<file path="config.mk">
export PLATFORM = sky130hd
export DESIGN_NAME = thq_div
export DESIGN_NICKNAME = d
export VERILOG_FILES = /design/src/thq_div.sv
export SDC_FILE = /design/constraint.sdc
export NUM_CORES = 1
export LEC_CHECK = 0
export BUFFER_PORTS_ARGS = -buffer_cell sky130_fd_sc_hd__buf_4
export CORE_ASPECT_RATIO = 1.5
export CORE_MARGIN = 10
export CORE_UTILIZATION = 56
export CTS_CLUSTER_DIAMETER = 200
export DETAILED_ROUTE_END_ITERATION = 10
export HOLD_SLACK_MARGIN = 0.03
export PLACE_DENSITY = 0.86
export SLEW_MARGIN = 20
export SYNTH_ARGS = -nofsm -noshare
export SYNTH_HDL_FRONTEND = slang
export SYNTH_SLANG_ARGS = --single-unit
</file>
<file path="constraint.sdc">
create_clock -name clk -period 3.8 [get_ports clk]
set_input_delay 0.57 -clock clk [delete_from_list [all_inputs] [get_ports clk]]
set_output_delay 0.57 -clock clk [all_outputs]
set_load 0.02 [all_outputs]
</file>
<file path="src/thq_div.sv">
`timescale 1ns / 1ps
`default_nettype none
// ----------------------------------------------------------------------------
// thq_div
// Pipelined restoring divider, one quotient bit per stage, shared divisor.
// ----------------------------------------------------------------------------
module thq_div #(
  parameter int DVD_W = 20,
  parameter int DSR_W = 16,
  parameter int QUO_W = 20,
  parameter int SB_W  = 1
) (
  input  wire logic             clk,
  input  wire logic             rst_n,
  input  wire logic             in_vld,
  input  wire logic [DVD_W-1:0] in_dvd,
  input  wire logic [DSR_W-1:0] divisor,
  input  wire logic [SB_W-1:0]  in_sb,
  output logic                  out_vld,
  output logic [QUO_W-1:0]      out_quo,
  output logic [DSR_W-1:0]      out_rem,
  output logic [SB_W-1:0]       out_sb
);

  logic             vld_r [QUO_W];
  logic [DSR_W-1:0] rem_r [QUO_W];
  logic [QUO_W-1:0] quo_r [QUO_W];
  logic [DVD_W-1:0] dvd_r [QUO_W];
  logic [SB_W-1:0]  sb_r  [QUO_W];

  logic [DSR_W-1:0] rem_first;

  // upper dividend bits already stand below the divisor
  generate
    if (DVD_W > QUO_W) begin : g_pre
      assign rem_first = DSR_W'(in_dvd[DVD_W-1:QUO_W]);
    end else begin : g_nopre
      assign rem_first = '0;
    end
  endgenerate

  for (genvar i = 0; i < QUO_W; i++) begin : g_st
    logic             vld_in;
    logic [DSR_W-1:0] rem_in;
    logic [QUO_W-1:0] quo_in;
    logic [DVD_W-1:0] dvd_in;
    logic [SB_W-1:0]  sb_in;
    logic [DSR_W:0]   trial;
    logic             ge;

    if (i == 0) begin : g_head
      assign vld_in = in_vld;
      assign rem_in = rem_first;
      assign quo_in = '0;
      assign dvd_in = in_dvd;
      assign sb_in  = in_sb;
    end else begin : g_body
      assign vld_in = vld_r[i-1];
      assign rem_in = rem_r[i-1];
      assign quo_in = quo_r[i-1];
      assign dvd_in = dvd_r[i-1];
      assign sb_in  = sb_r[i-1];
    end

    assign trial = {rem_in, dvd_in[QUO_W-1-i]};
    assign ge    = (trial >= {1'b0, divisor});

    always_ff @(posedge clk) begin
      if (!rst_n) begin
        vld_r[i] <= 1'b0;
      end else begin
        vld_r[i] <= vld_in;
      end
      rem_r[i] <= ge ? DSR_W'(trial - {1'b0, divisor}) : DSR_W'(trial);
      quo_r[i] <= {quo_in[QUO_W-2:0], ge};
      dvd_r[i] <= dvd_in;
      sb_r[i]  <= sb_in;
    end
  end

  assign out_vld = vld_r[QUO_W-1];
  assign out_quo = quo_r[QUO_W-1];
  assign out_rem = rem_r[QUO_W-1];
  assign out_sb  = sb_r[QUO_W-1];

endmodule
`default_nettype wire

</file>
==> results.cfg, run 1 <==
[cts]
cts.sinks = 760
cts_tree = done
clock_path_buffers = 3
cts_resized = 0
cts_htree_levels = 3
cts_setup_buffers = 0
cts_made_buffers = 71
root_buffer = clkbuf_16
clk-insertion-delay-late_ps = 630
cts_hold_buffers = 20
cts.clk_slew.worst_paths_ps = 70

[die]
initial_core_util = 0.565
die_x_um = 217
rows = 108
die_y_um = 315
dieArea_um2 = 68400
ios = 78
core_area_um2 = 57700

[synth]
yosysWarnings = 0
synth-seq-cells = 760
async_flop_share = 0
ys_dominant_reg_cell = dfxtp_1
synth-edff-count = 0
postSynthCellCount = 3056
netlist_area_um2 = 32600
yosysSeqAreaShare = 0.467
synth_nets = 3421
synth_cell_types = 73
syn_avg_cell_area_um2 = 10.7

[hold_path]
hold_depth = 2
worst_hold_path.endpoint = vld_r[0][0]$_DFF_P_
worstHoldPathType = in -> reg
hold_path_startpoint = in_vld

[detailed_routing]
wl_um = 75500
dr_total_vias = 23272
ant_nets = 0
avgViaCountPerCell = 5.68
first_pass_iters = 6
drt_iter0_markers = 1125
drc = 0
routedWlPerCell_um = 18.4

[sta]
fin_crit_ps = 3290
final_hold_viol_count = 0
fmax_mhz = 304
setup_viol = 0
final.setup.tns_ps = 0
worstMarginPinSlew_ps = 1100
slew_viol_final = 0
clock_skew_ps = 16.3
rsz0062_at_grt = false
min_period_over_period = 0.865
relSlewSlack = 0.267
holdWs_ps = 156

[setup_path]
crit_buf_inv = 1
cp.required_ps = 4340
start_kind = flop
endpoint_kind = flop
cpPeakStageDelay_ps = 680
reg2reg_from = rem_r[2][0]$_DFF_P_
arrival_ps = 3830
crit_chain = ha_1 -> nor2b_1 -> o21ai_0 -> a21boi_0 -> o21ai_0 -> a211oi_1 -> a21oi_1 -> o311ai_0 -> a21oi_2 -> buf_4 -> mux2i_1
worstPathMaxFanout = 15
r2r-end = rem_r[2][16]$_DFF_P_
cp_top_family = compound AO/OA/AOI/OAI gates
r2r_cells = 11
slowest_stage = a21oi_2
crit_type = reg -> reg
r2r_setup_slack_ps = 510
crit_top_cell = o21ai_0

[finish]
layout_common_cells = 760 x dfxtp_1, 306 x ha_1, 213 x mux2_2, 197 x nor2_1, 156 x xnor2_1
area_growth_pct = 15.1
final_layout_size_suffix_gt1_frac = 0.163
fin_util = 0.650
nNetsFinal = 3638
final_common_cell = dfxtp_1

[run_status]
status = complete, no violations

[power]
peakVddDrop_mv = 0.407
power.internal_uw = 18100
power.share.sequential = 0.375
p_sw_uw = 8470
p_clk_frac = 0.276
switching_share = 0.319
p_leak_uw = 0.0168
comb_power_share = 0.349
cellPowerDensity_nw_per_um2 = 708

[global_route]
grt_usage = 0.217
globalRoute.totalOverflow = 0
grt_pass1_wl_um = 119000
grt_pass1_vias = 23672
grt_max_degree = 33
antenna_found_initial = 2

[place]
dp_hpwl_um = 51600
io_buffers = 77
gp_routability_congestion = 0.933

[run]
max_cap_viol_count = 0
Yosys cell counts (19+ instances only):
| library cell | n | share of area |
|---|---|---|
| nand2b_1 | 28 | 0.0054 |
| a21boi_0 | 32 | 0.0074 |
| fa_1 | 19 | 0.012 |
| mux2_2 | 213 | 0.074 |
| mux2i_1 | 47 | 0.014 |
| a31oi_1 | 19 | 0.0036 |
| nor3_1 | 58 | 0.0089 |
| nand2_1 | 128 | 0.015 |
| xnor2_1 | 156 | 0.042 |
| and2_1 | 27 | 0.0052 |
| nand4_1 | 36 | 0.0069 |
| ha_1 | 306 | 0.12 |
| a21o_1 | 76 | 0.018 |
| o21a_1 | 40 | 0.0092 |
| o31ai_1 | 28 | 0.0065 |
| inv_1 | 149 | 0.017 |
| o21ai_0 | 134 | 0.021 |
| a21oi_1 | 152 | 0.023 |
| dfxtp_1 | 760 | 0.47 |
| nor2b_1 | 53 | 0.010 |
| nand3_1 | 47 | 0.0072 |
| and3_1 | 19 | 0.0036 |
| nor2_1 | 197 | 0.023 |
| xor2_1 | 57 | 0.015 |
| a211oi_1 | 20 | 0.0046 |
layer usage:
layer | share of wire | routed length, um | GRT usage
met1 | 0.36 | 27300 | 0.210
met2 | 0.52 | 38900 | 0.400
met3 | 0.050 | 3790 | 0.0433
met4 | 0.073 | 5540 | 0.165
met5 | 0 | 0 | 0
kinds of logic after synthesis:
group                    count (synthesis)  share of synthesized area
adder cells (fa/ha/maj)                325                      0.129
buffers and inverters                  186                     0.0234
multiplexers                           270                     0.0927
XOR/XNOR                               213                     0.0573
AO/OA/AOI/OAI                          639                      0.130
flip-flops                             760                      0.467
AND/OR/NAND/NOR                        663                     0.0999
worst max path at each step:
stage,startpoint,to,slack (ps),cells past startpoint
global placement,divisor[1],rem_r[1][62]$_DFF_P_,170,13
detailed placement,divisor[1],rem_r[2][16]$_DFF_P_,80,13
CTS,rem_r[2][0]$_DFF_P_,rem_r[2][16]$_DFF_P_,530,11
finish,rem_r[2][0]$_DFF_P_,rem_r[2][16]$_DFF_P_,510,11
global route,rem_r[2][0]$_DFF_P_,rem_r[2][16]$_DFF_P_,220,11
floorplan,divisor[1],rem_r[3][10]$_DFF_P_,60,13
worst reg2reg max path, delay by kind of cell, from the launching register on:
family,cells,cell delay [ps]
mux,1,230
fa+ha+maj,1,290
flops,1,320
simple gates,1,130
buf+inv,1,270
compound gates,7,1950
power by group through the flow:
stage | combinational, uW | clock [uW] | sequential [uW]
2_1_floorplan | 6910 | 0 | 9960
3_3_place_gp | 8790 | 0 | 10100
3_5_place_dp | 9030 | 0 | 10100
4_1_cts | 9230 | 7480 | 9950
5_1_grt | 10200 | 7770 | 10000
6_report | 9260 | 7320 | 9960
area by class of cell:
class	count	area, um2
inverter	149	559
sequential	760	15200
clock buffer	92	2010
clock inverter	36	425
timing repair buffer	181	1680
fill	4318	20200
tap	770	963
multi-input combinational	2110	16600
antenna	1	2.50
sequential cells by signal, indices dropped and copies added (netlist names):
| name | count |
|---|---|
| rem_r | 320 |
| dvd_r | 190 |
| vld_r | 20 |
| quo_r | 210 |
| sb_r | 20 |
through the flow:
stage	cell area [um2]	total power, uW	setup slack [ps]	instances
after global placement	34800	18900	170	3950
after global routing	37500	28000	219	4099
final	37500	26500	514	4099
after CTS	37500	26700	531	4098
after detailed placement	34800	19100	77.2	3950
after floorplan	32600	16900	64.2	3056
No activity file was read; power rests on OpenSTA's default activity.
==> run 2, diff against run 1 <==
--- a/config.mk
+++ b/config.mk
@@ -13,7 +13,9 @@
 export DETAILED_ROUTE_END_ITERATION = 10
 export HOLD_SLACK_MARGIN = 0.03
 export PLACE_DENSITY = 0.86
+export RECOVER_POWER = 100
 export SLEW_MARGIN = 20
 export SYNTH_ARGS = -nofsm -noshare
 export SYNTH_HDL_FRONTEND = slang
 export SYNTH_SLANG_ARGS = --single-unit
+export TNS_END_PERCENT = 20
==> results.cfg, run 2 (synthesized netlist as in run 1, its figures left out) <==
[setup_path]
crit_chain = clkbuf_1 -> inv_1 -> buf_12 -> ha_1 -> nor2b_1 -> o21a_1 -> o21ai_0 -> a21oi_1 -> a211oi_1 -> nor2_1 -> a21oi_1 -> o21ai_0 -> clkbuf_1 -> mux2_2
reg2reg_from = rem_r[1][33]$_DFF_P_
endpoint_kind = flop
start_kind = input port
arrival_ps = 4030
cp.required_ps = 4310
r2r_cells = 11
cpPeakStageDelay_ps = 760
slowest_stage = clkbuf_1
worstPathMaxFanout = 17
crit_type = in -> reg
critPathLaunch = divisor[1]
r2r_setup_slack_ps = 380
critical_path.endpoint = rem_r[4][5]$_DFF_P_
r2r-end = rem_r[1][60]$_DFF_P_

[power]
cellPowerDensity_nw_per_um2 = 709
p_clk_frac = 0.278
power.internal_uw = 17900
p_sw_uw = 8460
p_leak_uw = 0.0166
peakVddDrop_mv = 0.402
power.share.sequential = 0.378
comb_power_share = 0.343
switching_share = 0.321

[global_route]
grt_pass1_wl_um = 119000
use_met3 = 0.0433
busiest_layer = met2
globalRoute.totalOverflow = 0
antenna_found_initial = 2
grtUsageMet2 = 0.400
met1_usage = 0.210
grt_pass1_vias = 23672
grt_max_degree = 33
grt_usage = 0.217

[detailed_routing]
drc = 0
avgViaCountPerCell = 5.67
drt_iter0_markers = 1080
first_pass_iters = 5
wl_um = 75600
dr_total_vias = 23263
ant_nets = 0
routedWlPerCell_um = 18.4

[die]
rows = 108
dieArea_um2 = 68400
core_area_um2 = 57700
ios = 78
initial_core_util = 0.565
die_y_um = 315
die_x_um = 217

[finish]
top_regs = rem_r: 320 flops, quo_r: 210 flops, dvd_r: 190 flops
layout_common_cells = 760 x dfxtp_1, 306 x ha_1, 199 x mux2_2, 197 x nor2_1, 156 x xnor2_1
multi_input_area_um2 = 16500
regMostFlops = rem_r
final_layout_size_suffix_gt1_frac = 0.135
final_area_um2 = 37100
final_common_cell = dfxtp_1
finalNonFillerCells = 4100
largest_reg_flops = 320
nNetsFinal = 3638
area_growth_pct = 14.0
nFillCells = 4410
seq_area_um2 = 15200

[sta]
slew_viol_final = 18
rsz0062_at_grt = false
relSlewSlack = -0.442
min_period_over_period = 0.926
worstMarginPinSlew_ps = 2140
final_hold_viol_count = 0
fmax_mhz = 284
clock_skew_ps = 16.0
fin_crit_ps = 3520
final.setup.tns_ps = 0
setup_viol = 0

[place]
dp.cells = 3950
io_buffers = 77
placed_cell_area_um2 = 34800
gp_routability_congestion = 0.933
dp_hpwl_um = 51600

[cts]
cts_tree = done
clock_path_buffers = 3
clk-insertion-delay-late_ps = 630
cts.sinks = 760
cts_made_buffers = 71
cts.clk_slew.worst_paths_ps = 70
root_buffer = clkbuf_16
cts_htree_levels = 3

[run_status]
violations = max-capacitance violations, max-slew violations
status = finished, violations left

[hold_path]
worstHoldPathType = in -> reg

[run]
max_cap_viol_count = 1
[run 2: cell types whose count changed in the layout (fill, tap and decap cells not counted), sizes merged]
cell	previous run	this run
buf	161	78
clkbuf	92	175
diode	1	2
[run 2: area by class of cell]
class,instances,share of cell area
tap,770,0.0259
inverter,149,0.0151
sequential,760,0.410
antenna,2,0.000135
clock buffer,92,0.0541
timing repair buffer,181,0.0384
multi-input combinational,2110,0.445
clock inverter,36,0.0115
[run 2: power by group through the flow]
| stage | clock network (uW) | logic (uW) | registers, uW |
|---|---|---|---|
| after floorplan | 0 | 6910 | 9960 |
| after global placement | 0 | 8790 | 10100 |
| after detailed placement | 0 | 9030 | 10100 |
| after CTS | 7480 | 9230 | 9950 |
| after global routing | 7770 | 9960 | 10000 |
| final | 7330 | 9030 | 9950 |
[run 2: worst min path at each step]
| stage | from | endpoint | slack (ps) | depth (start not counted) |
|---|---|---|---|---|
| floorplan | dvd_r[9][0]$_DFF_P_ | dvd_r[10][0]$_DFF_P_ | 310 | 0 |
| global placement | quo_r[3][22]$_DFF_P_ | quo_r[3][43]$_DFF_P_ | 310 | 0 |
| detailed placement | dvd_r[10][2]$_DFF_P_ | dvd_r[11][2]$_DFF_P_ | 310 | 0 |
| CTS | in_vld | vld_r[0][0]$_DFF_P_ | 120 | 2 |
| global route | in_vld | vld_r[0][0]$_DFF_P_ | 140 | 2 |
| finish | in_vld | vld_r[0][0]$_DFF_P_ | 150 | 2 |
[run 2: metrics by stage]
stage	setup WS (ps)	power [uW]	utilization	hold WS, ps
6_report	283	26300	0.643	155
5_1_grt	112	27800	0.643	143
4_1_cts	531	26700	0.650	125
3_5_place_dp	77.2	19100	0.604	312
3_3_place_gp	170	18900	0.604	309
2_1_floorplan	64.2	16900	-	310
[run 2: worst max-delay path: cells and delay by family]
family | cells | cell delay (ps)
muxes | 1 | 430
adders and majority gates | 1 | 290
AOI/OAI and AO/OA | 6 | 1080
and+or+nand+nor | 2 | 370
buffers and inverters | 4 | 1260
[run 2: metal layers]
layer	wire length [um]	vias up
li1	-	11360
met1	27500	10959
met2	38800	623
met3	3760	321
met4	5610	0
met5	0	-
[run 2: what timing repair did]
action / CTS / global route
hold buffers: 20 / 0
endpoints found under the setup margin: 0 / 0
setup buffers: 0 / 0
resized for setup: 0 / 0
hold endpoints to repair: 20 / 0
